File: config.mk
export PLATFORM = sky130hd
export DESIGN_NAME = mss_back
export DESIGN_NICKNAME = d
export VERILOG_FILES = /design/src/hw/rtl/mss_pkg.sv /design/src/hw/rtl/mss_ram.sv /design/src/hw/rtl/mss_back.sv
export VERILOG_INCLUDE_DIRS = /design/src /design/src/hw/rtl
export SDC_FILE = /design/constraint.sdc
export NUM_CORES = 2
export LEC_CHECK = 0
export BUFFER_PORTS_ARGS = -buffer_cell sky130_fd_sc_hd__clkbuf_2
export CORE_ASPECT_RATIO = 1.1
export CORE_MARGIN = 2
export CORE_UTILIZATION = 30
export DETAILED_ROUTE_END_ITERATION = 16
export GPL_TIMING_DRIVEN = 0
export PLACE_DENSITY_LB_ADDON = 0.3
export SLEW_MARGIN = 25
export SYNTH_ARGS = -nofsm -noshare
export SYNTH_HDL_FRONTEND = slang
export SYNTH_MEMORY_MAX_BITS = 65536
export SYNTH_SLANG_ARGS = --single-unit
File: constraint.sdc
create_clock -name clk_i -period 7 [get_ports clk_i]
set_input_delay 2.1 -clock clk_i [delete_from_list [all_inputs] [get_ports clk_i]]
set_output_delay 2.1 -clock clk_i [all_outputs]
set_load 0.005 [all_outputs]
File: src/hw/rtl/midi_step_sequencer_unit_assert.svh
// Assertion macros shared by the step sequencer RTL.
// Depends on nothing; included by modules that check their own logic.
`ifndef MIDI_STEP_SEQUENCER_UNIT_ASSERT_SVH
`define MIDI_STEP_SEQUENCER_UNIT_ASSERT_SVH

// Flag any clock edge at which a condition that must never occur is true.
`define MSS_ASSERT_NEVER(lbl, clk, rstn, cond, msg) \
  lbl: assert property (@(posedge clk) disable iff (!rstn) !(cond)) else $error(msg);

// Flag any clock edge at which the antecedent holds and the consequent does not.
`define MSS_ASSERT_IMP(lbl, clk, rstn, ante, cons, msg) \
  lbl: assert property (@(posedge clk) disable iff (!rstn) (ante) |-> (cons)) else $error(msg);

`endif

File: src/hw/rtl/mss_pkg.sv
// Package for the step sequencer: sizes, codes, item and command types.
// Depends on nothing; used by every module of the block but mss_ram.
package mss_pkg;

  localparam int TRACKS          = 8;
  localparam int STEPS           = 16;
  localparam int NOTE_SLOTS      = 32;
  localparam int TICKS_PER_STEP  = 6;
  localparam int NOTE_MAX        = 127;
  localparam int ACCENT_BOOST    = 20;
  localparam int SWING_MAX       = 2;
  localparam int TRANSPOSE_LIMIT = 24;

  localparam int TRK_W   = $clog2(TRACKS);
  localparam int STP_W   = $clog2(STEPS);
  localparam int ADDR_W  = TRK_W + STP_W;
  localparam int SLOT_W  = $clog2(NOTE_SLOTS);
  localparam int CNT_W   = $clog2(NOTE_SLOTS + 1);
  localparam int ENTRY_W = 24;

  // tick / 6 as a multiply by the reciprocal
  localparam logic [31:0] DIV6_RECIP = 32'hAAAA_AAAB;
  localparam int          DIV6_SHIFT = 34;
  localparam int          QUO_W      = 30;

  localparam int CFG_IDX_W = 3;
  localparam int CFG_DAT_W = 48;

  typedef enum logic [CFG_IDX_W-1:0] {
    CFG_PATTERN_LENGTH = 3'd0,
    CFG_SWING_TICKS    = 3'd1,
    CFG_MUTE_MASK      = 3'd2,
    CFG_SOLO_MASK      = 3'd3,
    CFG_TRANSPOSE_PACK = 3'd4
  } cfg_idx_e;

  typedef enum logic [2:0] {
    OP_TICK       = 3'd0,
    OP_START      = 3'd1,
    OP_STOP       = 3'd2,
    OP_CONTINUE   = 3'd3,
    OP_WRITE_STEP = 3'd4
  } op_e;

  typedef enum logic [1:0] {
    EV_NOTE_ON  = 2'd0,
    EV_NOTE_OFF = 2'd1,
    EV_ADVANCE  = 2'd2,
    EV_COMPLETE = 2'd3
  } ev_e;

  typedef enum logic [1:0] {
    CMD_TICK  = 2'd0,
    CMD_START = 2'd1,
    CMD_STOP  = 2'd2,
    CMD_WRITE = 2'd3
  } cmd_kind_e;

  typedef struct packed {
    logic [2:0]  operation;
    logic [31:0] tick_count;
    logic [2:0]  track_index;
    logic [3:0]  step_index;
    logic        step_active;
    logic [6:0]  step_note;
    logic [6:0]  step_velocity;
    logic        step_accent;
    logic [7:0]  step_length;
  } in_item_t;

  typedef struct packed {
    logic [1:0] event_kind;
    logic [2:0] track_out;
    logic [3:0] step_out;
    logic [6:0] note_out;
    logic [6:0] velocity_out;
    logic [3:0] channel_out;
    logic       last;
  } out_item_t;

  typedef struct packed {
    logic       active;
    logic [6:0] note;
    logic [6:0] velocity;
    logic       accent;
    logic [7:0] length;
  } step_entry_t;

  typedef struct packed {
    cmd_kind_e   kind;
    logic [31:0] tick;
    logic [3:0]  step;
    logic        fire;
    logic [2:0]  track;
    step_entry_t entry;
  } cmd_t;

  typedef struct packed {
    logic [7:0]  mute;
    logic [7:0]  solo;
    logic [47:0] transpose;
  } play_cfg_t;

endpackage

File: src/hw/rtl/mss_ram.sv
// Generic single-write, single-read RAM with registered read data.
// Depends on nothing.
module mss_ram #(
  parameter int WIDTH = 8,
  parameter int DEPTH = 16
) (
  input  logic                     clk_i,
  input  logic                     we_i,
  input  logic [$clog2(DEPTH)-1:0] waddr_i,
  input  logic [WIDTH-1:0]         wdata_i,
  input  logic [$clog2(DEPTH)-1:0] raddr_i,
  output logic [WIDTH-1:0]         rdata_o
);

  logic [WIDTH-1:0] mem_q [DEPTH];
  logic [WIDTH-1:0] rdata_q;

  always_ff @(posedge clk_i) begin
    if (we_i) begin
      mem_q[waddr_i] <= wdata_i;
    end
    rdata_q <= mem_q[raddr_i];
  end

  assign rdata_o = rdata_q;

endmodule

File: src/hw/rtl/mss_back.sv
// Back end: step store, note triggering, held-note list and result queue.
// Depends on mss_pkg, mss_ram and the assertion macro header.
`include "midi_step_sequencer_unit_assert.svh"
module mss_back (
  input  logic                clk_i,
  input  logic                rst_ni,
  input  mss_pkg::cmd_t       cmd_i,
  input  logic                cmd_empty_i,
  output logic                cmd_pop_o,
  input  mss_pkg::play_cfg_t  cfg_i,
  output mss_pkg::out_item_t  out_o,
  output logic                out_empty_o,
  input  logic                out_pop_i
);
  import mss_pkg::*;

  localparam int OUT_DEPTH = 4;
  localparam int OPTR_W    = $clog2(OUT_DEPTH);

  typedef enum logic [2:0] {
    B_IDLE, B_FIRE_RD, B_FIRE_EV, B_ADVANCE, B_COMPLETE, B_RELEASE, B_START_ADV, B_FLUSH
  } back_state_e;

  back_state_e state_q, state_d;
  cmd_t        cmd_q;
  logic [3:0]  cur_step_q;
  logic [31:0] cur_tick_q;
  logic [TRK_W-1:0] trk_q;
  logic [CNT_W-1:0] rd_q, keep_q, count_q;
  logic        rel_all_q;
  logic [TRACKS*STEPS-1:0] vld_q;
  logic        rd_vld_q;

  logic [6:0]  h_note_q [NOTE_SLOTS];
  logic [3:0]  h_chan_q [NOTE_SLOTS];
  logic [31:0] h_end_q  [NOTE_SLOTS];

  out_item_t   pend_q;
  logic        pend_v_q;
  out_item_t   omem_q [OUT_DEPTH];
  logic [OPTR_W-1:0] owr_q, ord_q;
  logic [OPTR_W:0]   ocnt_q;

  logic        room, out_pop;
  logic        ram_we;
  logic [ADDR_W-1:0] ram_waddr, ram_raddr;
  step_entry_t ram_rdata, entry;

  mss_ram #(.WIDTH(ENTRY_W), .DEPTH(TRACKS * STEPS)) u_store (
    .clk_i   (clk_i),
    .we_i    (ram_we),
    .waddr_i (ram_waddr),
    .wdata_i (cmd_i.entry),
    .raddr_i (ram_raddr),
    .rdata_o (ram_rdata)
  );

  assign room      = (ocnt_q < (OPTR_W+1)'(OUT_DEPTH));
  assign cmd_pop_o = (state_q == B_IDLE) && !cmd_empty_i;
  assign ram_we    = cmd_pop_o && (cmd_i.kind == CMD_WRITE);
  assign ram_waddr = {cmd_i.track, cmd_i.step};
  assign ram_raddr = {trk_q, cur_step_q};
  assign entry     = rd_vld_q ? ram_rdata : '0;

  // Note-on evaluation for the track under the read pointer
  logic        any_solo, allowed, note_fire;
  logic signed [6:0] trn;
  logic signed [8:0] note_sum;
  logic [6:0]  note_sat;
  logic [7:0]  vel_sum;
  logic [6:0]  vel_sat;
  logic [3:0]  chan;
  logic [5:0]  trn_raw;
  logic        expired;
  logic [SLOT_W-1:0] rd_idx;

  assign any_solo  = |cfg_i.solo;
  assign allowed   = !(any_solo && !cfg_i.solo[trk_q]) && !(cfg_i.mute[trk_q] && !cfg_i.solo[trk_q]);
  assign note_fire = allowed && entry.active;
  assign trn_raw   = cfg_i.transpose[6*trk_q +: 6];

  always_comb begin
    trn = 7'(signed'(trn_raw));
    if (trn > 7'(TRANSPOSE_LIMIT)) begin
      trn = 7'(TRANSPOSE_LIMIT);
    end else if (trn < -7'(TRANSPOSE_LIMIT)) begin
      trn = -7'(TRANSPOSE_LIMIT);
    end
    note_sum = signed'({2'b00, entry.note}) + 9'(trn);
    if (note_sum < 9'sd0) begin
      note_sat = 7'd0;
    end else if (note_sum > 9'(NOTE_MAX)) begin
      note_sat = 7'(NOTE_MAX);
    end else begin
      note_sat = note_sum[6:0];
    end
    vel_sum = {1'b0, entry.velocity} + (entry.accent ? 8'(ACCENT_BOOST) : 8'd0);
    vel_sat = (vel_sum > 8'(NOTE_MAX)) ? 7'(NOTE_MAX) : vel_sum[6:0];
  end

  assign chan    = 4'(trk_q) + 4'd1;
  assign rd_idx  = rd_q[SLOT_W-1:0];
  assign expired = rel_all_q || (cur_tick_q >= h_end_q[rd_idx]);

  always_comb begin
    state_d = state_q;
    case (state_q)
      B_IDLE: begin
        if (!cmd_empty_i) begin
          case (cmd_i.kind)
            CMD_START, CMD_STOP: state_d = B_RELEASE;
            CMD_TICK: begin
              if (cmd_i.fire && cmd_i.step != cur_step_q) begin
                state_d = B_FIRE_RD;
              end else begin
                state_d = B_RELEASE;
              end
            end
            default: state_d = B_IDLE;
          endcase
        end
      end
      B_FIRE_RD: state_d = B_FIRE_EV;
      B_FIRE_EV: begin
        if (room) begin
          state_d = (trk_q == TRK_W'(TRACKS - 1)) ? B_ADVANCE : B_FIRE_RD;
        end
      end
      B_ADVANCE: begin
        if (room) begin
          state_d = (cur_step_q == 4'd0) ? B_COMPLETE : B_RELEASE;
        end
      end
      B_COMPLETE: begin
        if (room) begin
          state_d = B_RELEASE;
        end
      end
      B_RELEASE: begin
        if (room && rd_q == count_q) begin
          state_d = (cmd_q.kind == CMD_START) ? B_START_ADV : B_FLUSH;
        end
      end
      B_START_ADV: begin
        if (room) begin
          state_d = B_FLUSH;
        end
      end
      B_FLUSH: begin
        if (room) begin
          state_d = B_IDLE;
        end
      end
      default: state_d = B_IDLE;
    endcase
  end

  // Result emission: hold one result back so the last of an item can be marked
  logic      emit_v, push_v, slot_we;
  out_item_t emit_item, push_item;
  logic [SLOT_W-1:0] slot_waddr;
  logic [6:0]  slot_note;
  logic [3:0]  slot_chan;
  logic [31:0] slot_end;

  always_comb begin
    emit_v     = 1'b0;
    emit_item  = '0;
    slot_we    = 1'b0;
    slot_waddr = keep_q[SLOT_W-1:0];
    slot_note  = h_note_q[rd_idx];
    slot_chan  = h_chan_q[rd_idx];
    slot_end   = h_end_q[rd_idx];
    case (state_q)
      B_FIRE_EV: begin
        if (room && note_fire) begin
          emit_v                 = 1'b1;
          emit_item.event_kind   = EV_NOTE_ON;
          emit_item.track_out    = trk_q;
          emit_item.step_out     = cur_step_q;
          emit_item.note_out     = note_sat;
          emit_item.velocity_out = vel_sat;
          emit_item.channel_out  = chan;
          if (count_q < CNT_W'(NOTE_SLOTS)) begin
            slot_we    = 1'b1;
            slot_waddr = count_q[SLOT_W-1:0];
            slot_note  = note_sat;
            slot_chan  = chan;
            slot_end   = cur_tick_q + 32'(entry.length);
          end
        end
      end
      B_ADVANCE, B_START_ADV: begin
        if (room) begin
          emit_v               = 1'b1;
          emit_item.event_kind = EV_ADVANCE;
          emit_item.step_out   = cur_step_q;
        end
      end
      B_COMPLETE: begin
        if (room) begin
          emit_v               = 1'b1;
          emit_item.event_kind = EV_COMPLETE;
        end
      end
      B_RELEASE: begin
        if (room && rd_q != count_q) begin
          if (expired) begin
            emit_v                = 1'b1;
            emit_item.event_kind  = EV_NOTE_OFF;
            emit_item.note_out    = h_note_q[rd_idx];
            emit_item.channel_out = h_chan_q[rd_idx];
          end else begin
            slot_we = 1'b1;
          end
        end
      end
      default: emit_v = 1'b0;
    endcase
  end

  always_comb begin
    push_v    = 1'b0;
    push_item = pend_q;
    if (emit_v && pend_v_q) begin
      push_v = 1'b1;
    end else if (state_q == B_FLUSH && room && pend_v_q) begin
      push_v         = 1'b1;
      push_item.last = 1'b1;
    end
  end

  assign out_empty_o = (ocnt_q == '0);
  assign out_pop     = out_pop_i && !out_empty_o;
  assign out_o       = omem_q[ord_q];

  always_ff @(posedge clk_i or negedge rst_ni) begin
    if (!rst_ni) begin
      state_q    <= B_IDLE;
      cur_step_q <= 4'd0;
      cur_tick_q <= 32'd0;
      count_q    <= '0;
      vld_q      <= '0;
      pend_v_q   <= 1'b0;
      owr_q      <= '0;
      ord_q      <= '0;
      ocnt_q     <= '0;
      trk_q      <= '0;
      rd_q       <= '0;
      keep_q     <= '0;
      rel_all_q  <= 1'b0;
    end else begin
      state_q <= state_d;
      if (ram_we) begin
        vld_q[ram_waddr] <= 1'b1;
      end
      if (cmd_pop_o) begin
        rd_q   <= '0;
        keep_q <= '0;
        trk_q  <= '0;
        case (cmd_i.kind)
          CMD_START: begin
            cur_step_q <= 4'd0;
            cur_tick_q <= 32'd0;
            rel_all_q  <= 1'b1;
          end
          CMD_STOP:  rel_all_q <= 1'b1;
          CMD_TICK: begin
            cur_tick_q <= cmd_i.tick;
            rel_all_q  <= 1'b0;
            if (cmd_i.fire && cmd_i.step != cur_step_q) begin
              cur_step_q <= cmd_i.step;
            end
          end
          default: rel_all_q <= rel_all_q;
        endcase
      end
      if (state_q == B_FIRE_EV && room) begin
        trk_q <= trk_q + TRK_W'(1);
        if (note_fire && count_q < CNT_W'(NOTE_SLOTS)) begin
          count_q <= count_q + CNT_W'(1);
        end
      end
      if (state_q == B_RELEASE && room) begin
        if (rd_q == count_q) begin
          count_q <= keep_q;
        end else begin
          rd_q <= rd_q + CNT_W'(1);
          if (!expired) begin
            keep_q <= keep_q + CNT_W'(1);
          end
        end
      end
      if (emit_v) begin
        pend_v_q <= 1'b1;
      end else if (push_v) begin
        pend_v_q <= 1'b0;
      end
      if (push_v) begin
        owr_q <= owr_q + OPTR_W'(1);
      end
      if (out_pop) begin
        ord_q <= ord_q + OPTR_W'(1);
      end
      ocnt_q <= ocnt_q + (OPTR_W+1)'(push_v) - (OPTR_W+1)'(out_pop);
    end
  end

  always_ff @(posedge clk_i) begin
    if (cmd_pop_o) begin
      cmd_q <= cmd_i;
    end
    rd_vld_q <= vld_q[ram_raddr];
    if (emit_v) begin
      pend_q <= emit_item;
    end
    if (push_v) begin
      omem_q[owr_q] <= push_item;
    end
    if (slot_we) begin
      h_note_q[slot_waddr] <= slot_note;
      h_chan_q[slot_waddr] <= slot_chan;
      h_end_q[slot_waddr]  <= slot_end;
    end
  end

  `MSS_ASSERT_NEVER(a_count_range, clk_i, rst_ni, count_q > CNT_W'(NOTE_SLOTS), "held count overflow")
  `MSS_ASSERT_IMP(a_keep_behind, clk_i, rst_ni, state_q == B_RELEASE, keep_q <= rd_q, "compaction passed reader")
  `MSS_ASSERT_NEVER(a_idle_pend, clk_i, rst_ni, state_q == B_IDLE && pend_v_q, "result left unflushed")
  `MSS_ASSERT_NEVER(a_out_ovf, clk_i, rst_ni, push_v && ocnt_q == (OPTR_W+1)'(OUT_DEPTH), "result queue overflow")

endmodule
### After elaboration in Yosys (flattened, before gate mapping)

Memory sizes are Yosys's and may differ from the RTL's. A register that Yosys moved wholly into a read port is not among the register bits.
Index checks and enable logic that the tools add are counted.

| storage, ports and cells | value |
|---|---|
| bits in registers | 227 |
| bits in latches | 0 |
| memory bits (writable) | 4,560 |
| bits in read-only memories | 0 |
| input bits | 134 |
| output and inout bits | 30 |
| memories | 5 |

| cells by class | value |
|---|---|
| add/sub/neg operators | 12 |
| multipliers | 1 |
| div/mod/pow operators | 0 |
| $lt $le $gt $ge | 12 |
| equal/unequal tests | 23 |
| shift operators | 1 |
| multiplexer cells | 92 |
| bitwise logic cells | 1 |
| reduce and logical (&&, ||, !) cells | 41 |

Memory list:

| memory | depth | bits a word | read ports | clocked after Yosys merged registers in | write ports | line | RTL |
|---|---|---|---|---|---|---|---|
| u_store.mem_q | 128 | 24 | 1 | 1 | 1 | mss_ram.sv:15 | `logic [WIDTH-1:0] mem_q [DEPTH];` |
| h_end_q | 32 | 32 | 1 | 0 | 1 | mss_back.sv:36 | `logic [31:0] h_end_q [NOTE_SLOTS];` |
| h_note_q | 32 | 7 | 1 | 0 | 1 | mss_back.sv:34 | `logic [6:0] h_note_q [NOTE_SLOTS];` |
| h_chan_q | 32 | 4 | 1 | 0 | 1 | mss_back.sv:35 | `logic [3:0] h_chan_q [NOTE_SLOTS];` |
| omem_q | 4 | 28 | 1 | 0 | 1 | mss_back.sv:40 | `out_item_t omem_q [OUT_DEPTH];` |

Operator list:

| kind | number |
|---|---|
| 128-bit OR | 1 |
| 32-bit two-way mux | 3 |
| 7-bit two-way mux | 10 |
| 6-bit two-way mux | 11 |
| 32-bit case mux with 2 select lines | 1 |
| 48-bit by 7-bit variable part select with 6-bit output | 1 |
| 32-bit by 8-bit adder with 32-bit output | 1 |
| 32-bit >= comparator | 1 |
| 3-bit two-way mux | 10 |
| 4-bit two-way mux | 7 |
| 1-bit two-way mux | 26 |
| 24-bit two-way mux | 1 |
| 3-bit case mux with 8 select lines | 1 |
| 4-bit case mux with 2 select lines | 3 |
| 22-bit two-way mux | 1 |
| 5-bit two-way mux | 4 |
| 6-bit by 1-bit adder with 6-bit output, second input constant | 3 |
| 1-bit logical AND | 18 |
| 7-bit by 8-bit less-than comparator with 1-bit output, second input constant | 2 |
| 2-bit inequality test, second input constant | 8 |
| 3-bit equality test, second input constant | 5 |
| 7-bit case mux with 2 select lines | 1 |
| 6-bit less-than comparator, second input constant | 2 |
| 8-bit by 7-bit adder with 9-bit output | 1 |
| 41 further kinds | 61 |

### Logic depth before layout (Yosys ltp)

| logic depth | value |
|---|---|
| word-level depth | 14 |
| gate-level depth with buffers | 19 |

### Hierarchy

A second synthesis with hierarchy kept.

| second synthesis, totals | value |
|---|---|
| cell total of the unflattened synthesis | 7,872 |
| area total of the unflattened synthesis | 186,677.8 um^2 |

Modules (own cells, without submodules):

| module | times used | cells an instance | area an instance (um^2) | seq. area each (um^2) |
|---|---|---|---|---|
| mss_ram | 1 | 4,538 | 117,381.3 | 92,728.9 |
| mss_back | 1 | 3,334 | 69,296.5 | 50,503.4 |

### Worst setup path before layout

OpenSTA, ideal clock, no wires.

| timing | value |
|---|---|
| path kind | reg2reg |
| from | register rd_q[0] |
| to | memory h_chan_q[24][0], enable pin |
| library setup time | 0.458 ns |
| arrival | 6.088 ns |
| data required time | 6.542 ns |
| slack | 0.454 ns |
| stages on the path, launching flop included | 15 |
| buffers on the path | 3 |
| period minus slack after synthesis | 6.546 ns |
| path through | dfrtp_1 clkbuf_1 buf_2 mux4_2 mux4_2 mux2_2 ha_1 nand2b_1 a2111o_1 a21oi_1 o211ai_1 o2bb2ai_1 clkbuf_1 nand4_1 a21oi_1 |

| between the ends | value |
|---|---|
| longest elaborated chain between the ends | 8 |

RTL lines:

| element | line | RTL |
|---|---|---|
| start: declaration | mss_back.sv:29 | `logic [CNT_W-1:0] rd_q, keep_q, count_q;` |
| start signal: assignment | mss_back.sv:288 | `rd_q <= rd_q + CNT_W'(1);` |
| memory read 32 x 32 bit | n/a |  |
| 32-bit >= comparator | mss_back.sv:103 | `assign expired = rel_all_q \|\| (cur_tick_q >= h_end_q[rd_idx]);` |
| 1-bit logical OR | mss_back.sv:103 |  |
| 1-bit two-way mux | mss_back.sv:208 | `if (expired) begin` |
| 1-bit two-way mux (*) | mss_back.sv:207 | `if (room && rd_q != count_q) begin` |
| 1-bit case mux with 2 select lines (*) | mss_back.sv:174 | `case (state_q)` |
| 1-bit two-way mux (*) | mss_back.sv:320 | `if (slot_we) begin` |
| 1-bit two-way mux (not written as such) (*) | mss_back.sv:322 | `h_chan_q[slot_waddr] <= slot_chan;` |
| end: declaration | mss_back.sv:35 |  |

Every way passes the cells marked *; elsewhere a longest branch is shown, timed or not.

### Worst setup path after layout

| timing | value |
|---|---|
| from | register rd_q[0] |
| to | memory h_end_q[2][17], enable pin |

| between the ends | value |
|---|---|
| longest elaborated chain between the ends | 8 |

RTL lines:

| element | line | RTL |
|---|---|---|
| memory read 32 x 32 bit | n/a |  |
| 32-bit >= comparator | mss_back.sv:103 |  |
| 1-bit logical OR | mss_back.sv:103 |  |
| 1-bit two-way mux | mss_back.sv:208 |  |
| 1-bit two-way mux (*) | mss_back.sv:207 |  |
| 1-bit case mux with 2 select lines (*) | mss_back.sv:174 |  |
| 1-bit two-way mux (*) | mss_back.sv:320 |  |
| 1-bit two-way mux (not written as such) (*) | mss_back.sv:323 | `h_end_q[slot_waddr] <= slot_end;` |
| end: declaration | mss_back.sv:36 |  |

Marked as above.

==> reports/qor.json <==
{
  "syn_area_per_cell": {"value": 21.5, "unit": "µm²"},
  "hold_viol_final": {"value": 0},
  "pwr-share-comb": {"value": 35.9, "unit": "%"},
  "power_switching": {"value": 34900, "unit": "µW"},
  "synth.yosys.seq_area_share": {"value": 76.5, "unit": "%"},
  "power_leakage": {"value": 0.0725, "unit": "µW"},
  "first_pass_grt_wire_length": {"value": 921000, "unit": "µm"},
  "period_minus_slack": {"value": 6.83, "unit": "ns"},
  "drt-total-wl": {"value": 705000, "unit": "µm"},
  "finalCritPeriodShare": {"value": 97.6, "unit": "%"},
  "initial_antenna_violation_count": {"value": 82},
  "finalSetupViolCount": {"value": 0},
  "stdcell_count": {"value": 18500},
  "vias_post_dr": {"value": 103000},
  "path_class": {"value": "reg2reg"},
  "grt_pass1_vias": {"value": 100000},
  "dpl.cell_count": {"value": 17600},
  "synth_enable_flop_cells": {"value": 4589},
  "final_layout_size_suffix_gt1_share": {"value": 31.6, "unit": "%"},
  "cell_internal_power": {"value": 60500, "unit": "µW"},
  "timing.critical_path.to_type": {"value": "register"},
  "design.core.area": {"value": 623000, "unit": "µm²"},
  "worst_case_headroom_to_the_max_slew_limit": {"value": 17.4, "unit": "%"},
  "timing.final.max_slew_violations": {"value": 0},
  "placement.cell_area": {"value": 211000, "unit": "µm²"},
  "cts.reportedPaths.clkPinSlew": {"value": 0.06, "unit": "ns"},
  "cts_htree_levels": {"value": 5},
  "antenna_left": {"value": 0},
  "first_pass_iters": {"value": 9},
  "switching_share": {"value": 36.5, "unit": "%"},
  "ys_types": {"value": 81},
  "critical_path.startpoint_type": {"value": "register"},
  "gate_count_after_technology_mapping": {"value": 8730},
  "ys.warnings.count": {"value": 0},
  "drt-wirelength-per-cell": {"value": 38.0, "unit": "µm"},
  "place.detailed.hpwl": {"value": 506000, "unit": "µm"},
  "max-vdd-ir-drop": {"value": 263, "unit": "µV"},
  "cts_root_buf": {"value": "clkbuf_16"},
  "dr_iter_0_viols": {"value": 16300},
  "crit_path_max_fanout": {"value": 10},
  "area_of_the_multi_input_gates": {"value": 43500, "unit": "µm²"},
  "final.setup_skew": {"value": 0.122, "unit": "ns"},
  "post_cts_hold_buffer_count": {"value": 0},
  "viasPerCell": {"value": 5.55},
  "syn-cell-area": {"value": 187000, "unit": "µm²"},
  "cts_buffer_depth": {"value": 4},
  "clock_tree_from_tritoncts": {"value": "built"},
  "gp_congestion": {"value": 0.964},
  "nets_finish": {"value": 10000},
  "worst_ep_required_time": {"value": 7.77, "unit": "ns"},
  "flow.area_growth_from_synthesis": {"value": 21.2, "unit": "%"},
  "io-pin-count": {"value": 164},
  "max_freq": {"value": 146, "unit": "MHz"},
  "yosys_most_used_dff": {"value": "edfxtp_1"},
  "preCtsSetupSlack": {"value": -0.967, "unit": "ns"},
  "buffer_ports.inserted": {"value": 160},
  "ff_latch_area": {"value": 143000, "unit": "µm²"},
  "pwr-share-clk": {"value": 26.4, "unit": "%"},
  "tritoncts.num_buffers": {"value": 474},
  "pin_count_of_the_biggest_net_entering_global_routing": {"value": 101},
  "power.sequential.fraction": {"value": 37.6, "unit": "%"},
  "fillCellCount": {"value": 56300},
  "power_density": {"value": 420, "unit": "nW/µm²"},
  "hold_class": {"value": "reg2reg"},
  "syn_nets": {"value": 8933},
  "tightestPinTransition": {"value": 1.24, "unit": "ns"},
  "clock_sink_count": {"value": 4811},
  "ys_ff_latch": {"value": 4811},
  "fp-row-count": {"value": 304},
  "worst_skew_pair.late_latency": {"value": 1.14, "unit": "ns"},
  "fp.dieW": {"value": 757, "unit": "µm"},
  "grt_use_total": {"value": 21.7, "unit": "%"},
  "die_area": {"value": 631000, "unit": "µm²"},
  "chipHeight": {"value": 833, "unit": "µm"},
  "drv_cap": {"value": 0},
  "status": {"value": "finished clean"},
  "worst_slack": {"value": 0.165, "unit": "ns"},
  "fin_util": {"value": 36.5, "unit": "%"},
  "drc_errors": {"value": 0},
  "fin_area": {"value": 227000, "unit": "µm²"},
  "fin_hold_ws": {"value": 0.461, "unit": "ns"},
  "cp.arrival": {"value": 7.60, "unit": "ns"},
  "synth_async_sr_flop_share": {"value": 4.09, "unit": "%"},
  "unrepaired_setup_endpoints_after_global_routing": {"value": "false"},
  "overflow": {"value": 0},
  "start_util": {"value": 30.1, "unit": "%"}
}
[routing by layer]
layer	vias to the layer above	GRT usage, %	part of all wire [%]
li1	38800	-	-
met1	55500	26.8	36
met2	7016	34.5	46
met3	1564	6.51	12
met4	34	11.8	6.6
met5	-	0	0.061
[Yosys cell counts, types with 25 or more instances]
master	number	share of area (%)
clkbuf_1	245	0.49
or3_1	42	0.14
nand2_1	240	0.48
a22o_1	35	0.16
edfxtp_1	4589	74
ha_1	66	0.44
buf_1	44	0.088
dfrtp_1	197	2.6
a221oi_1	64	0.30
buf_2	99	0.26
inv_1	39	0.078
mux4_2	1188	14
mux2i_1	386	2.1
nor3_1	47	0.13
o21ai_0	81	0.22
dfxtp_1	25	0.27
buf_4	69	0.28
and2_1	27	0.090
o22ai_1	94	0.31
a21oi_1	179	0.48
nor2_1	357	0.72
a211oi_1	53	0.21
o221ai_1	63	0.29
buf_6	32	0.19
or2_2	130	0.43
nand3_1	37	0.099
xnor2_1	30	0.14
[cell usage in the layout, fill, tap and decap left out, types with 37 or more instances in the layout]
cell	netlist	layout
dfrtp_1	197	197
o221ai_1	63	63
or3_1	42	42
ha_1	66	66
buf_2	99	107
clkbuf_8	0	49
mux4_2	1188	1188
mux2i_1	386	362
nor2_4	0	137
a221oi_1	64	60
nor3_1	47	44
clkinv_2	0	86
o22ai_1	94	81
buf_4	69	103
nand2_1	240	240
clkinv_1	4	99
nor2_1	357	217
diode_2	0	37
clkbuf_2	1	253
or2_2	130	130
a21oi_1	179	124
a211oi_1	53	52
buf_16	0	282
o21ai_0	81	79
inv_1	39	39
buf_6	32	56
edfxtp_1	4589	4589
buf_12	0	111
clkbuf_1	245	253
clkbuf_16	0	483
[area by class of cell]
type	instances	area share, %
well taps	8262	4.55
clock inverters	250	0.977
inverters	43	0.0716
repair buffers	637	5.26
diodes	37	0.0408
multi-input cells	3386	19.2
plain buffers	489	1.18
clock buffers	630	5.67
flip-flops and latches	4811	63.1
[logic make-up after synthesis]
family	share of synthesized area, %
buffers and inverters	1.40
multiplexers	16.5
flip-flops	76.5
AO/OA/AOI/OAI	2.51
XOR/XNOR	0.224
AND/OR/NAND/NOR	2.46
adder cells (fa/ha/maj)	0.473
[worst paths after layout]
kind	start	endpoint	slack, ns	depth (start not counted)
max	rd_q[0]	h_end_q[2][17]	0.17	18
min	vld_q[59]	vld_q[59]	0.46	1
max reg2reg	rd_q[0]	h_end_q[2][17]	0.17	18
min reg2reg	vld_q[59]	vld_q[59]	0.46	1
max in group asynchronous	rst_ni	cur_tick_q[16]	4.45	4
min in group asynchronous	rst_ni	cur_step_q[0]	0.88	1
[registers in the layout, summed over array words and instances, names as in the netlist, 3 cells and up]
signal and count:
omem_q 112, trk_q 3, cur_step_q 4, vld_q 128, rd_q 6, ocnt_q 3, h_end_q 1024, state_q 3
keep_q 6, u_store.rdata_o 24, h_chan_q 128, cur_tick_q 32, h_note_q 224, count_q 6, u_store.mem_q 3072, pend_q 27
[per-stage QoR]
step                      setup TNS, ns  total power [µW]
after floorplan                       0             52900
after detailed placement        -698.11             69800
after global placement                -             67800
after global routing                  0             97300
after CTS                             0             94800
final                                 0             95400
[critical path, stage by stage, from the launching register on]
cell,delay (ns)
dfrtp_1,0.35
clkbuf_2,0.37
clkbuf_2,0.36
buf_4,0.38
mux4_2,0.56
mux4_2,0.51
mux2i_1,0.50
ha_1,0.36
a21oi_1,0.13
o21ai_0,0.10
a21oi_1,0.41
o211ai_1,0.22
o2bb2ai_2,0.24
buf_8,0.21
nand4b_1,0.46
a21oi_4,0.70
buf_16,0.25
buf_16,0.18
buf_16,0.16
[repair_timing]
item                                   in CTS  in global routing
setup endpoints to repair                1577                802
buffers inserted                           15                  8
resized for setup                          45                 13
pin swaps                                   9                  8
endpoints found under the hold margin       0                  0
[power groups by stage]
stage          Clock [µW]  Sequential (µW)  Combinational (µW)
2_1_floorplan           0            36300               16600
6_report            25200            35900               34300
4_1_cts             25400            35900               33500
5_1_grt             26500            35900               34900
3_5_place_dp            0            36500               33400
3_3_place_gp            0            36800               31000
No activity file was read; power rests on OpenSTA's default activity.
